## src/ry420_pkg.sv

```systemverilog
// shared constants, types and register codes for the rgb to yuv 4:2:0 converter
`default_nettype none
package ry420_pkg;

  localparam int MAX_WIDTH  = 4096;
  localparam int MAX_HEIGHT = 4096;

  localparam int CFG_W     = 13;
  localparam int COL_W     = 12;
  localparam int ADDR_W    = 25;
  localparam int CHR_W     = 24;
  localparam int AREA_W    = 2 * CFG_W;
  localparam int REG_IDX_W = 2;
  localparam int PIX_W     = 8;
  localparam int PLANE_W   = 2;

  localparam logic [REG_IDX_W-1:0] REG_FRAME_WIDTH  = 2'd0;
  localparam logic [REG_IDX_W-1:0] REG_FRAME_HEIGHT = 2'd1;
  localparam logic [REG_IDX_W-1:0] REG_LINE_PITCH   = 2'd2;

  localparam logic [CFG_W-1:0] RST_FRAME_WIDTH  = 13'd640;
  localparam logic [CFG_W-1:0] RST_FRAME_HEIGHT = 13'd480;
  localparam logic [CFG_W-1:0] RST_LINE_PITCH   = 13'd640;

  localparam logic [PLANE_W-1:0] PLANE_Y = 2'd0;
  localparam logic [PLANE_W-1:0] PLANE_U = 2'd1;
  localparam logic [PLANE_W-1:0] PLANE_V = 2'd2;

  // sum widths
  localparam int MILLE_W = 18;
  localparam int SNUM_W  = 20;
  localparam int PCT_W   = 15;

  localparam int Y_R_MILLE = 299;
  localparam int Y_G_MILLE = 587;
  localparam int Y_B_MILLE = 114;
  localparam int U_R_MILLE = 147;
  localparam int U_G_MILLE = 287;
  localparam int U_B_MILLE = 436;
  localparam int V_R_MILLE = 615;
  localparam int V_G_MILLE = 515;
  localparam int V_B_MILLE = 100;
  localparam int C_OFFSET  = 128000;
  localparam int Y_R_PCT   = 30;
  localparam int Y_G_PCT   = 59;
  localparam int Y_B_PCT   = 11;

  // floor(n / 1000) = ((n >> 3) * 33555) >> 22, exact for n < 256000
  localparam int DIV1000_PRE   = 3;
  localparam int DIV1000_MUL   = 33555;
  localparam int DIV1000_SHIFT = 22;
  localparam int DIV1000_PW    = 31;
  localparam int SAT_LIMIT     = 256000;
  // floor(n / 100) = ((n >> 2) * 10486) >> 18, exact for n < 25600
  localparam int DIV100_PRE    = 2;
  localparam int DIV100_MUL    = 10486;
  localparam int DIV100_SHIFT  = 18;
  localparam int DIV100_PW     = 27;

  typedef struct packed {
    logic [ADDR_W-1:0] luma_addr;
    logic [ADDR_W-1:0] chroma_off;
    logic              chroma;
  } pix_tag_t;

  typedef struct packed {
    logic [ADDR_W-1:0] luma_addr;
    logic [ADDR_W-1:0] u_addr;
    logic [ADDR_W-1:0] v_addr;
    logic [PIX_W-1:0]  y;
    logic [PIX_W-1:0]  u;
    logic [PIX_W-1:0]  v;
    logic              chroma;
  } pix_res_t;

endpackage
`default_nettype wire

```

## src/ry420_addr.sv

```systemverilog
// configuration registers, raster counters and destination address generation
`default_nettype none
module ry420_addr (
  input  wire logic                            clk,
  input  wire logic                            rst_n,
  input  wire logic                            cfg_valid,
  input  wire logic [ry420_pkg::REG_IDX_W-1:0] cfg_index,
  input  wire logic [ry420_pkg::CFG_W-1:0]     cfg_data,
  input  wire logic                            pix_accept,
  output ry420_pkg::pix_tag_t                  tag,
  output logic [ry420_pkg::AREA_W-1:0]         area
);

  logic [ry420_pkg::CFG_W-1:0]  frame_width_r;
  logic [ry420_pkg::CFG_W-1:0]  frame_height_r;
  logic [ry420_pkg::CFG_W-1:0]  line_pitch_r;
  logic [ry420_pkg::AREA_W-1:0] area_r;

  logic [ry420_pkg::COL_W-1:0]  col_r, col_nxt;
  logic [ry420_pkg::COL_W-1:0]  row_r, row_nxt;
  logic [ry420_pkg::ADDR_W-1:0] lrb_r, lrb_nxt;
  logic [ry420_pkg::CHR_W-1:0]  cro_r, cro_nxt;

  logic [ry420_pkg::CFG_W:0]    w_sum;
  logic [ry420_pkg::CFG_W:0]    w_round;
  logic [ry420_pkg::CFG_W-1:0]  eff_w, eff_h, eff_p;
  logic [ry420_pkg::COL_W-1:0]  col_inc, row_inc;
  logic                         end_row, end_frame;

  always_ff @(posedge clk) begin
    if (!rst_n) begin
      frame_width_r  <= ry420_pkg::RST_FRAME_WIDTH;
      frame_height_r <= ry420_pkg::RST_FRAME_HEIGHT;
      line_pitch_r   <= ry420_pkg::RST_LINE_PITCH;
    end else if (cfg_valid) begin
      case (cfg_index)
        ry420_pkg::REG_FRAME_WIDTH:  frame_width_r  <= cfg_data;
        ry420_pkg::REG_FRAME_HEIGHT: frame_height_r <= cfg_data;
        ry420_pkg::REG_LINE_PITCH:   line_pitch_r   <= cfg_data;
        default: ;
      endcase
    end
  end

  // effective geometry
  always_comb begin
    w_sum   = {1'b0, frame_width_r} + (ry420_pkg::CFG_W+1)'(1);
    w_round = {w_sum[ry420_pkg::CFG_W:1], 1'b0};
    if (w_round < (ry420_pkg::CFG_W+1)'(2)) begin
      eff_w = ry420_pkg::CFG_W'(2);
    end else if (w_round > (ry420_pkg::CFG_W+1)'(ry420_pkg::MAX_WIDTH)) begin
      eff_w = ry420_pkg::CFG_W'((ry420_pkg::MAX_WIDTH / 2) * 2);
    end else begin
      eff_w = w_round[ry420_pkg::CFG_W-1:0];
    end
    if (frame_height_r == '0) begin
      eff_h = ry420_pkg::CFG_W'(1);
    end else if (frame_height_r > ry420_pkg::CFG_W'(ry420_pkg::MAX_HEIGHT)) begin
      eff_h = ry420_pkg::CFG_W'(ry420_pkg::MAX_HEIGHT);
    end else begin
      eff_h = frame_height_r;
    end
    eff_p = (line_pitch_r < eff_w) ? eff_w : line_pitch_r;
  end

  // luma plane size, settles while the block is idle after a write
  always_ff @(posedge clk) begin
    area_r <= ry420_pkg::AREA_W'(eff_p) * ry420_pkg::AREA_W'(eff_h);
  end

  always_comb begin
    col_inc   = col_r + ry420_pkg::COL_W'(1);
    row_inc   = row_r + ry420_pkg::COL_W'(1);
    end_row   = (col_inc == '0) || ({1'b0, col_inc} >= eff_w);
    end_frame = (row_inc == '0) || ({1'b0, row_inc} >= eff_h);
    col_nxt   = col_inc;
    row_nxt   = row_r;
    lrb_nxt   = lrb_r;
    cro_nxt   = cro_r;
    if (end_row) begin
      col_nxt = '0;
      lrb_nxt = lrb_r + ry420_pkg::ADDR_W'(eff_p);
      if (row_r[0]) begin
        cro_nxt = cro_r + ry420_pkg::CHR_W'(eff_p >> 1);
      end
      row_nxt = row_inc;
      if (end_frame) begin
        row_nxt = '0;
        lrb_nxt = '0;
        cro_nxt = '0;
      end
    end
  end

  always_ff @(posedge clk) begin
    if (!rst_n) begin
      col_r <= '0;
      row_r <= '0;
      lrb_r <= '0;
      cro_r <= '0;
    end else if (pix_accept) begin
      col_r <= col_nxt;
      row_r <= row_nxt;
      lrb_r <= lrb_nxt;
      cro_r <= cro_nxt;
    end
  end

  always_comb begin
    tag.luma_addr  = lrb_r + ry420_pkg::ADDR_W'(col_r);
    tag.chroma_off = ry420_pkg::ADDR_W'(cro_r) + ry420_pkg::ADDR_W'(col_r >> 1);
    tag.chroma     = !row_r[0] && !col_r[0];
  end

  assign area = area_r;

endmodule
`default_nettype wire

```

## src/ry420_conv.sv

```systemverilog
// two stage color conversion datapath: weighted sums, then scaling and saturation
`default_nettype none
module ry420_conv (
  input  wire logic                           clk,
  input  wire logic                           rst_n,
  input  wire logic                           in_valid,
  output logic                                in_ready,
  input  wire logic [ry420_pkg::PIX_W-1:0]    in_blue,
  input  wire logic [ry420_pkg::PIX_W-1:0]    in_green,
  input  wire logic [ry420_pkg::PIX_W-1:0]    in_red,
  input  wire ry420_pkg::pix_tag_t            in_tag,
  input  wire logic [ry420_pkg::AREA_W-1:0]   area,
  output logic                                res_valid,
  input  wire logic                           res_ready,
  output ry420_pkg::pix_res_t                 res
);

  function automatic logic [ry420_pkg::PIX_W-1:0] div1000_sat(
    input logic [ry420_pkg::SNUM_W-1:0] num
  );
    logic [ry420_pkg::DIV1000_PW-1:0] prod;
    logic [ry420_pkg::PIX_W-1:0]      q;
    prod = ry420_pkg::DIV1000_PW'(num[ry420_pkg::MILLE_W-1:ry420_pkg::DIV1000_PRE]) *
           ry420_pkg::DIV1000_PW'(ry420_pkg::DIV1000_MUL);
    q    = prod[ry420_pkg::DIV1000_SHIFT +: ry420_pkg::PIX_W];
    if (num[ry420_pkg::SNUM_W-1]) begin
      div1000_sat = '0;
    end else if (num >= ry420_pkg::SNUM_W'(ry420_pkg::SAT_LIMIT)) begin
      div1000_sat = '1;
    end else begin
      div1000_sat = q;
    end
  endfunction

  logic                          s1_valid_r;
  logic [ry420_pkg::PIX_W-1:0]   s1_b_r, s1_g_r, s1_r_r;
  ry420_pkg::pix_tag_t           s1_tag_r;

  logic                          s2_valid_r;
  logic [ry420_pkg::MILLE_W-1:0] s2_ym_r, s2_un_r;
  logic [ry420_pkg::SNUM_W-1:0]  s2_vn_r;
  logic [ry420_pkg::PCT_W-1:0]   s2_yp_r;
  ry420_pkg::pix_tag_t           s2_tag_r;

  logic [ry420_pkg::MILLE_W-1:0] ym, un;
  logic [ry420_pkg::SNUM_W-1:0]  vn;
  logic [ry420_pkg::PCT_W-1:0]   yp;
  logic                          s2_free, s1_move;

  logic [ry420_pkg::DIV100_PW-1:0] yp_prod;
  logic [ry420_pkg::PIX_W-1:0]     yp_q, ym_q;
  logic [ry420_pkg::AREA_W-1:0]    v_base;

  assign s2_free  = !s2_valid_r || res_ready;
  assign s1_move  = s1_valid_r && s2_free;
  assign in_ready = !s1_valid_r || s2_free;

  always_ff @(posedge clk) begin
    if (!rst_n) begin
      s1_valid_r <= 1'b0;
      s2_valid_r <= 1'b0;
    end else begin
      if (in_ready) begin
        s1_valid_r <= in_valid;
      end
      if (s2_free) begin
        s2_valid_r <= s1_valid_r;
      end
    end
  end

  always_ff @(posedge clk) begin
    if (in_valid && in_ready) begin
      s1_b_r   <= in_blue;
      s1_g_r   <= in_green;
      s1_r_r   <= in_red;
      s1_tag_r <= in_tag;
    end
    if (s1_move) begin
      s2_ym_r  <= ym;
      s2_un_r  <= un;
      s2_vn_r  <= vn;
      s2_yp_r  <= yp;
      s2_tag_r <= s1_tag_r;
    end
  end

  // weighted sums, chroma sums kept in modular arithmetic
  always_comb begin
    ym = ry420_pkg::MILLE_W'(ry420_pkg::Y_R_MILLE) * ry420_pkg::MILLE_W'(s1_r_r)
       + ry420_pkg::MILLE_W'(ry420_pkg::Y_G_MILLE) * ry420_pkg::MILLE_W'(s1_g_r)
       + ry420_pkg::MILLE_W'(ry420_pkg::Y_B_MILLE) * ry420_pkg::MILLE_W'(s1_b_r);
    un = ry420_pkg::MILLE_W'(ry420_pkg::C_OFFSET)
       + ry420_pkg::MILLE_W'(ry420_pkg::U_B_MILLE) * ry420_pkg::MILLE_W'(s1_b_r)
       - ry420_pkg::MILLE_W'(ry420_pkg::U_R_MILLE) * ry420_pkg::MILLE_W'(s1_r_r)
       - ry420_pkg::MILLE_W'(ry420_pkg::U_G_MILLE) * ry420_pkg::MILLE_W'(s1_g_r);
    vn = ry420_pkg::SNUM_W'(ry420_pkg::C_OFFSET)
       + ry420_pkg::SNUM_W'(ry420_pkg::V_R_MILLE) * ry420_pkg::SNUM_W'(s1_r_r)
       - ry420_pkg::SNUM_W'(ry420_pkg::V_G_MILLE) * ry420_pkg::SNUM_W'(s1_g_r)
       - ry420_pkg::SNUM_W'(ry420_pkg::V_B_MILLE) * ry420_pkg::SNUM_W'(s1_b_r);
    yp = ry420_pkg::PCT_W'(ry420_pkg::Y_R_PCT) * ry420_pkg::PCT_W'(s1_r_r)
       + ry420_pkg::PCT_W'(ry420_pkg::Y_G_PCT) * ry420_pkg::PCT_W'(s1_g_r)
       + ry420_pkg::PCT_W'(ry420_pkg::Y_B_PCT) * ry420_pkg::PCT_W'(s1_b_r);
  end

  always_comb begin
    yp_prod = ry420_pkg::DIV100_PW'(s2_yp_r[ry420_pkg::PCT_W-1:ry420_pkg::DIV100_PRE]) *
              ry420_pkg::DIV100_PW'(ry420_pkg::DIV100_MUL);
    yp_q    = yp_prod[ry420_pkg::DIV100_SHIFT +: ry420_pkg::PIX_W];
    ym_q    = div1000_sat(ry420_pkg::SNUM_W'(s2_ym_r));
    v_base  = area + (area >> 2);

    res.luma_addr = s2_tag_r.luma_addr;
    res.u_addr    = ry420_pkg::ADDR_W'(area) + s2_tag_r.chroma_off;
    res.v_addr    = ry420_pkg::ADDR_W'(v_base) + s2_tag_r.chroma_off;
    res.y         = s2_tag_r.chroma ? ym_q : yp_q;
    res.u         = div1000_sat(ry420_pkg::SNUM_W'(s2_un_r));
    res.v         = div1000_sat(s2_vn_r);
    res.chroma    = s2_tag_r.chroma;
  end

  assign res_valid = s2_valid_r;

endmodule
`default_nettype wire

```

## src/ry420_ser.sv

```systemverilog
// result register that hands out the luma and chroma samples of a pixel one per transfer
`default_nettype none
module ry420_ser (
  input  wire logic                          clk,
  input  wire logic                          rst_n,
  input  wire logic                          res_valid,
  output logic                               res_ready,
  input  wire ry420_pkg::pix_res_t           res,
  output logic                               out_valid,
  input  wire logic                          out_ready,
  output logic [ry420_pkg::PLANE_W-1:0]      out_plane,
  output logic [ry420_pkg::ADDR_W-1:0]       out_addr,
  output logic [ry420_pkg::PIX_W-1:0]        out_sample,
  output logic                               out_last
);

  logic                            valid_r;
  logic [ry420_pkg::PLANE_W-1:0]   idx_r;
  ry420_pkg::pix_res_t             pix_r;

  always_comb begin
    case (idx_r)
      ry420_pkg::PLANE_Y: begin
        out_plane  = ry420_pkg::PLANE_Y;
        out_addr   = pix_r.luma_addr;
        out_sample = pix_r.y;
        out_last   = !pix_r.chroma;
      end
      ry420_pkg::PLANE_U: begin
        out_plane  = ry420_pkg::PLANE_U;
        out_addr   = pix_r.u_addr;
        out_sample = pix_r.u;
        out_last   = 1'b0;
      end
      default: begin
        out_plane  = ry420_pkg::PLANE_V;
        out_addr   = pix_r.v_addr;
        out_sample = pix_r.v;
        out_last   = 1'b1;
      end
    endcase
  end

  assign out_valid = valid_r;
  assign res_ready = !valid_r || (out_ready && out_last);

  always_ff @(posedge clk) begin
    if (!rst_n) begin
      valid_r <= 1'b0;
      idx_r   <= ry420_pkg::PLANE_Y;
    end else if (res_ready) begin
      valid_r <= res_valid;
      idx_r   <= ry420_pkg::PLANE_Y;
    end else if (out_ready) begin
      idx_r   <= idx_r + ry420_pkg::PLANE_W'(1);
    end
  end

  always_ff @(posedge clk) begin
    if (res_ready && res_valid) begin
      pix_r <= res;
    end
  end

endmodule
`default_nettype wire

```

## src/rgb_to_yuv420_planar_top.sv

```systemverilog
// top level of the rgb to planar yuv 4:2:0 converter
// usage:
//   in_* carries one rgb pixel per transfer in raster order; out_* carries
//   destination samples: luma for every pixel, plus one u and one v sample
//   for the first pixel of each horizontal pair on even rows, in the order
//   y, u, v with tlast on the final sample of the pixel
//   cfg_* writes frame width, frame height and line pitch; cfg_ready is
//   always high, write only while no pixel is in flight
//   path: the first sample of a pixel is offered from the result register, after
//   the pixel has passed the first and second conversion stage registers
//   throughput: the result register sends one sample per cycle while out_tready
//   is high, so a pixel with chroma has three samples and any other pixel one,
//   two samples per pixel on average over even rows and one on odd rows; input
//   is taken every cycle while the result register keeps up
//   reset: registers return to 640 x 480 with pitch 640, counters to the
//   top left corner of the frame, and the pipeline empties
//   stall: with out_tready low the result holds, the two conversion stages
//   fill, and then in_tready drops until the receiver takes samples again
`default_nettype none
module rgb_to_yuv420_planar_top (
  input  wire logic                            clk,
  input  wire logic                            rst_n,
  input  wire logic                            in_tvalid,
  output logic                                 in_tready,
  input  wire logic [23:0]                     in_tdata,   // blue, green, red
  output logic                                 out_tvalid,
  input  wire logic                            out_tready,
  output logic [39:0]                          out_tdata,  // byte_address, sample, zero pad
  output logic [ry420_pkg::PLANE_W-1:0]        out_tuser,  // plane
  output logic                                 out_tlast,
  input  wire logic                            cfg_valid,
  output logic                                 cfg_ready,
  input  wire logic [ry420_pkg::REG_IDX_W-1:0] cfg_index,
  input  wire logic [ry420_pkg::CFG_W-1:0]     cfg_data
);

  ry420_pkg::pix_tag_t              tag;
  ry420_pkg::pix_res_t              res;
  logic [ry420_pkg::AREA_W-1:0]     area;
  logic                             res_valid, res_ready;
  logic [ry420_pkg::ADDR_W-1:0]     out_addr;
  logic [ry420_pkg::PIX_W-1:0]      out_sample;

  assign cfg_ready = 1'b1;

  ry420_addr u_addr (
    .clk        (clk),
    .rst_n      (rst_n),
    .cfg_valid  (cfg_valid),
    .cfg_index  (cfg_index),
    .cfg_data   (cfg_data),
    .pix_accept (in_tvalid && in_tready),
    .tag        (tag),
    .area       (area)
  );

  ry420_conv u_conv (
    .clk       (clk),
    .rst_n     (rst_n),
    .in_valid  (in_tvalid),
    .in_ready  (in_tready),
    .in_blue   (in_tdata[7:0]),
    .in_green  (in_tdata[15:8]),
    .in_red    (in_tdata[23:16]),
    .in_tag    (tag),
    .area      (area),
    .res_valid (res_valid),
    .res_ready (res_ready),
    .res       (res)
  );

  ry420_ser u_ser (
    .clk        (clk),
    .rst_n      (rst_n),
    .res_valid  (res_valid),
    .res_ready  (res_ready),
    .res        (res),
    .out_valid  (out_tvalid),
    .out_ready  (out_tready),
    .out_plane  (out_tuser),
    .out_addr   (out_addr),
    .out_sample (out_sample),
    .out_last   (out_tlast)
  );

  assign out_tdata = {7'd0, out_sample, out_addr};

endmodule
`default_nettype wire
```

## config.mk

```make
export PLATFORM = sky130hd
export DESIGN_NAME = rgb_to_yuv420_planar_top
export DESIGN_NICKNAME = d
export VERILOG_FILES = /design/src/ry420_pkg.sv /design/src/ry420_addr.sv /design/src/ry420_conv.sv /design/src/ry420_ser.sv /design/src/rgb_to_yuv420_planar_top.sv
export SDC_FILE = /design/constraint.sdc
export NUM_CORES = 2
export LEC_CHECK = 0
export BUFFER_PORTS_ARGS = -buffer_cell sky130_fd_sc_hd__buf_4
export CORE_ASPECT_RATIO = 0.6
export CORE_MARGIN = 1
export CORE_UTILIZATION = 50
export CTS_BUF_LIST = sky130_fd_sc_hd__clkbuf_2
export CTS_CLUSTER_SIZE = 30
export DETAILED_ROUTE_END_ITERATION = 12
export PLACE_DENSITY = 0.68
export SYNTH_ARGS = -nofsm -noshare
export SYNTH_HDL_FRONTEND = slang
export SYNTH_SLANG_ARGS = --single-unit
```

## constraint.sdc

```tcl
create_clock -name clk -period 34.4 [get_ports clk]
set_input_delay 5.16 -clock clk [delete_from_list [all_inputs] [get_ports clk]]
set_output_delay 5.16 -clock clk [all_outputs]
set_load 0.01 [all_outputs]
```

; ---- Word level (Yosys, flattened, before mapping)
; Cells that the tools add are included.
[op_classes]
reduce_logical = 28
n_addsub = 21
mul = 17
n_eq_ne = 3
bitwise_logic = 1
magnitude_cmp = 9
muxes = 17
[ops]
columns = op, n
row1 = "multiplier 15 x 16 -> 30 bit, second input constant", 3
row2 = 2-to-1 mux 13 bit, 5
row3 = "multiplier 10 x 8 -> 18 bit, first input constant", 3
row4 = adder 25 bit, 2
row5 = case mux 25 bit (2 select lines), 1
row6 = 2-to-1 mux 24 bit, 2
row7 = "greater-or-equal comparator 18 bit, second input constant", 2
row8 = "multiplier 9 x 8 -> 17 bit, first input constant", 2
row9 = "multiplier 6 x 8 -> 14 bit, first input constant", 2
row10 = greater-or-equal comparator 12 x 13 -> 1 bit, 2
row11 = multiplier 13 x 13 -> 26 bit, 1
row12 = adder 24 x 11 -> 25 bit, 1
row13 = adder 25 x 12 -> 25 bit, 1
row14 = adder 25 x 13 -> 25 bit, 1
row15 = adder 25 x 24 -> 25 bit, 1
row16 = "multiplier 13 x 13 -> 25 bit, second input constant", 1
row17 = 2-to-1 mux 25 bit, 1
row18 = "adder 12 x 1 -> 12 bit, second input constant", 2
row19 = adder 24 x 12 -> 24 bit, 1
row20 = logical NOT 12 bit, 2
row21 = "multiplier 4 x 8 -> 12 bit, first input constant", 2
row22 = 2-to-1 mux 12 bit, 2
row23 = 2-to-1 mux 8 bit, 3
row24 = "greater-or-equal comparator 20 x 18 -> 1 bit, second input constant", 1
row25 = 34 further kinds, 52
[totals]
word_cells = 128
inputBits = 44
reg_bits = 440

; ---- Longest topological paths before layout
[depth]
word_depth = 9
mapped_depth = 42
mapped_depth_nobuf = 40

; ---- By module
; From an unflattened synthesis, not the netlist that was laid out.
[unflattened]
hier_cells = 5413
hier_area_um2 = 53689.0
[modules_own_cells]
columns = mod, area_per_inst_um2, instances, seq_area_each_um2, cells_per_inst
row1 = ry420_conv, 34393.0, 1, 5835.6, 3241
row2 = ry420_addr, 15364.7, 1, 2762.6, 1892
row3 = ry420_ser, 3857.4, 1, 3062.9, 269
row4 = rgb_to_yuv420_planar_top, 73.8, 1, 0.0, 11

; ---- Worst setup path after synthesis
; No wires, ideal clock.
[synth_timing]
path_kind = in2reg
startpoint = input out_tready
endpoint = register u_conv.s2_tag_r (netlist bit u_conv.res[0]), enable pin
cell_stages = 2
setup_ps = 774
t_required_ps = 33626
slack_ps = 19790
t_arrival_ps = 13836
path_cell_list = a21boi_1 a21boi_0
[synth_between]
elab_chain_len = 4
[synth_rtl]
columns = item, line
row1 = from (decl), rgb_to_yuv420_planar_top.sv:27  ; input wire logic out_tready,
row2 = logical AND 1 bit, ry420_ser.sv:45  ; assign res_ready = !valid_r || (out_ready && out_last);
row3 = logical OR 1 bit, ry420_ser.sv:45
row4 = logical OR 1 bit, ry420_conv.sv:54  ; assign s2_free = !s2_valid_r || res_ready;
row5 = logical AND 1 bit, ry420_conv.sv:55  ; assign s1_move = s1_valid_r && s2_free;
row6 = net u_conv.s1_move, ry420_conv.sv:48  ; logic s2_free, s1_move;
row7 = to (signal assigned), ry420_conv.sv:84  ; s2_tag_r <= s1_tag_r;
row8 = to (decl), ry420_conv.sv:43  ; ry420_pkg::pix_tag_t s2_tag_r;
; The timed path passes the listed nets, and every way through them passes these cells.
; A chain may end at the register's enable or synchronous reset.

; ---- Final worst setup path
[layout_timing]
startpoint = input out_tready
endpoint = output in_tready
[layout_between]
elab_chain_len = 4
[layout_rtl]
columns = item, line
row1 = logical AND 1 bit, ry420_ser.sv:45
row2 = logical OR 1 bit, ry420_ser.sv:45
row3 = logical OR 1 bit, ry420_conv.sv:54
row4 = logical OR 1 bit, ry420_conv.sv:56  ; assign in_ready = !s1_valid_r || s2_free;
row5 = to (decl), rgb_to_yuv420_planar_top.sv:24  ; output logic in_tready,
; No other way between the ends.

==> flow_summary.json <==
{
  "vias_per_cell": 5.37,
  "worstPathRequired_ps": 29240,
  "post-dp-hpwl_um": 111000,
  "worst_pin_slew_ps": 1140,
  "grt_pass1_vias": 37289,
  "dieWidth_um": 422,
  "cp-start-kind": "input port",
  "tritoncts": "built",
  "synth_async_sr_flop_share_pct": 0,
  "wl_per_cell_um": 19.2,
  "rsz0062_at_grt": "no",
  "grt-ovfl-total": 0,
  "cts.clk_slew.worst_paths_ps": 120,
  "maxSlewViolCount": 0,
  "synth_most_common_cell": "inv_1",
  "dieArea_um2": 107000,
  "ys.flop_type": "edfxtp_1",
  "cts_root_buf": "clkbuf_2",
  "grt_use_total_pct": 25.5,
  "reg2regPathDepth": 38,
  "vias": 37524,
  "cts_resized": 0,
  "synth_top_area_cell": "ha_1",
  "wl_um": 134000,
  "start_util_pct": 50.4,
  "hold_viol": 0,
  "worstPathArrival_ps": 6220,
  "cts_max_level": 3,
  "core_area_um2": 105000,
  "drt-pass1-iter-count": 5,
  "fin_tns_setup_ps": 0,
  "drv_cap": 0,
  "synth_top_cells_by_count": "inv_1 (1092), ha_1 (1008), fa_1 (565), nand2_1 (366), edfxtp_1 (293)",
  "max_clock_freq_mhz": 87.9,
  "fp.dieH_um": 254,
  "yosysWarnings": 0,
  "antenna_found_initial": 8,
  "cts_sinks": 436,
  "ctsLongestPathBuffers": 3,
  "place.gp.congestion": 0.984,
  "period_share_pct": 33.1,
  "synthTopCellsByArea": "ha_1 (24%), fa_1 (21%), edfxtp_1 (17%), inv_1 (7.7%), dfxtp_1 (5.4%)",
  "status": "finished clean",
  "ios": 90,
  "insertion_delay_ps": 1410,
  "fin_skew_ps": 130,
  "period_needed_ps": 11380,
  "drive_above_1_share_pct": 6.60,
  "ys_seq_elements": 436,
  "syn_avg_cell_area_um2": 9.91,
  "numPortBuffers": 81,
  "synth_top_area_share_pct": 23.8,
  "grt_pass1_wl_um": 211000,
  "synth_edf_count": 293,
  "endpoint_kind": "output port",
  "min_delay_path_depth": 0,
  "syn2layout_area_growth_pct": 6.25,
  "slew_headroom_pct": 23.9,
  "synth.distinct_cells": 92,
  "min_path_type": "register to register",
  "cts_hold_buf": 0,
  "syn_area_um2": 52900,
  "netlist_instances": 5342,
  "worstSetupPathType": "input port to output port",
  "rows": 92,
  "fin_nets": 7101,
  "cts_setup_buffers": 0,
  "yosysSeqAreaShare_pct": 22.0,
  "setup_viol": 0,
  "drc": 0,
  "path_max_fanout": 6,
  "drt_iter0_drc": 3240,
  "cts-buffers-inserted": 107,
  "drtAntennaViolNets": 0,
  "grt_max_degree": 69
}
[placed cells by master, fill, tap and decap left out, types with 10 or more instances in the layout]
cell,synthesis,final
o211ai_1,15,15
or2_2,27,27
a211oi_1,24,24
inv_1,1092,1091
nor3_1,82,82
a21oi_1,250,250
fa_1,565,565
nand3_1,74,74
xnor2_1,218,218
clkbuf_2,0,152
buf_4,10,117
xor2_1,90,90
o31ai_1,14,14
a22oi_1,34,34
a211o_1,10,10
nand4_1,32,32
o21bai_1,30,30
o21a_1,32,32
o21ai_0,110,110
a31oi_1,35,35
and3_1,37,37
edfxtp_1,293,293
and2_1,37,37
nor4_1,16,16
dfxtp_1,143,143
or3_1,31,31
nor2b_1,35,34
nand3b_1,11,11
a21o_1,67,67
ha_1,1008,1006
clkinv_2,0,11
a22o_1,13,13
nand2_1,366,366
o2111ai_1,13,13
inv_2,11,12
nand2b_1,33,33
clkinv_1,4,31
a2111oi_0,10,10
nor2_1,262,261
[layout make-up]
class	instances	area, um^2
clock inverter	45	250
clock buffer	152	761
antenna	6	15.0
tap	1410	1760
timing repair buffer	117	878
inverter	1107	4160
fill	9433	48700
multi-input combinational	3715	36700
sequential	436	11700
[worst max-delay path, cell delays in order]
cell	delay [ps]
buf_4	130
a21boi_1	520
nand3_1	220
buf_4	190
[registers in the layout, indices dropped and copies added, names as in the netlist, 12 cells and up]
register               flops
u_ser.pix_r              100
u_conv.s1_tag_r           51
u_addr.area               26
u_conv.res                26
u_addr.lrb_r              25
u_conv.s2_tag_r           25
u_addr.cro_r              24
u_conv.s2_vn_r            20
u_conv.s2_un_r            17
u_conv.s2_ym_r            17
u_addr.frame_height_r     13
u_addr.frame_width_r      13
u_addr.line_pitch_r       13
u_conv.s2_yp_r            13
u_addr.col_r              12
u_addr.row_r              12
[per-stage QoR]
| stage | cells | worst slack [ps] | hold WS [ps] | util [%] | area [um^2] |
|---|---|---|---|---|---|
| 3_3_place_gp | 6785 | 23040 | 400 | 52.6 | 55200 |
| 3_5_place_dp | 6785 | 23030 | 405 | 52.6 | 55200 |
| 6_report | 6988 | 23020 | 398 | 53.6 | 56200 |
| 4_1_cts | 6982 | 23030 | 339 | 53.6 | 56200 |
| 2_1_floorplan | 5348 | 19790 | 400 | - | 52900 |
| 5_1_grt | 6985 | 22900 | 362 | 53.6 | 56200 |
[final timing paths]
path,startpoint,to,slack [ps]
max,out_tready,in_tready,23020
min,u_conv.s1_tag_r[41]$_DFFE_PP_,u_conv.res[90]$_DFFE_PP_,400
max reg2reg,u_addr.frame_width_r[0]$_SDFFE_PN0P_,u_addr.area[25]$_DFF_P_,24190
min reg2reg,u_conv.s1_tag_r[41]$_DFFE_PP_,u_conv.res[90]$_DFFE_PP_,400
[kinds of logic after synthesis]
logic type | after synthesis | synth area share [%]
adders and majority gates | 1573 | 45.2
and+or+nand+nor | 1075 | 9.57
xor gates and xnor gates | 308 | 5.10
muxes | 17 | 0.473
DFF | 436 | 22.0
AOI/OAI and AO/OA | 734 | 8.97
buffers and inverters | 1197 | 8.64
other | 2 | 0.0142
[per-layer routing]
layer | vias to the layer above | GRT usage [%] | share of wire, %
met5 | - | 0 | 0
met4 | 0 | 5.32 | 1.6
met3 | 111 | 6.83 | 11
met2 | 1235 | 32.9 | 37
met1 | 18168 | 41.2 | 51
li1 | 18010 | - | -
Power is left out: the tool's default activity adds up to more than one toggle a clock period on the data nets, which glitch-free logic cannot reach.
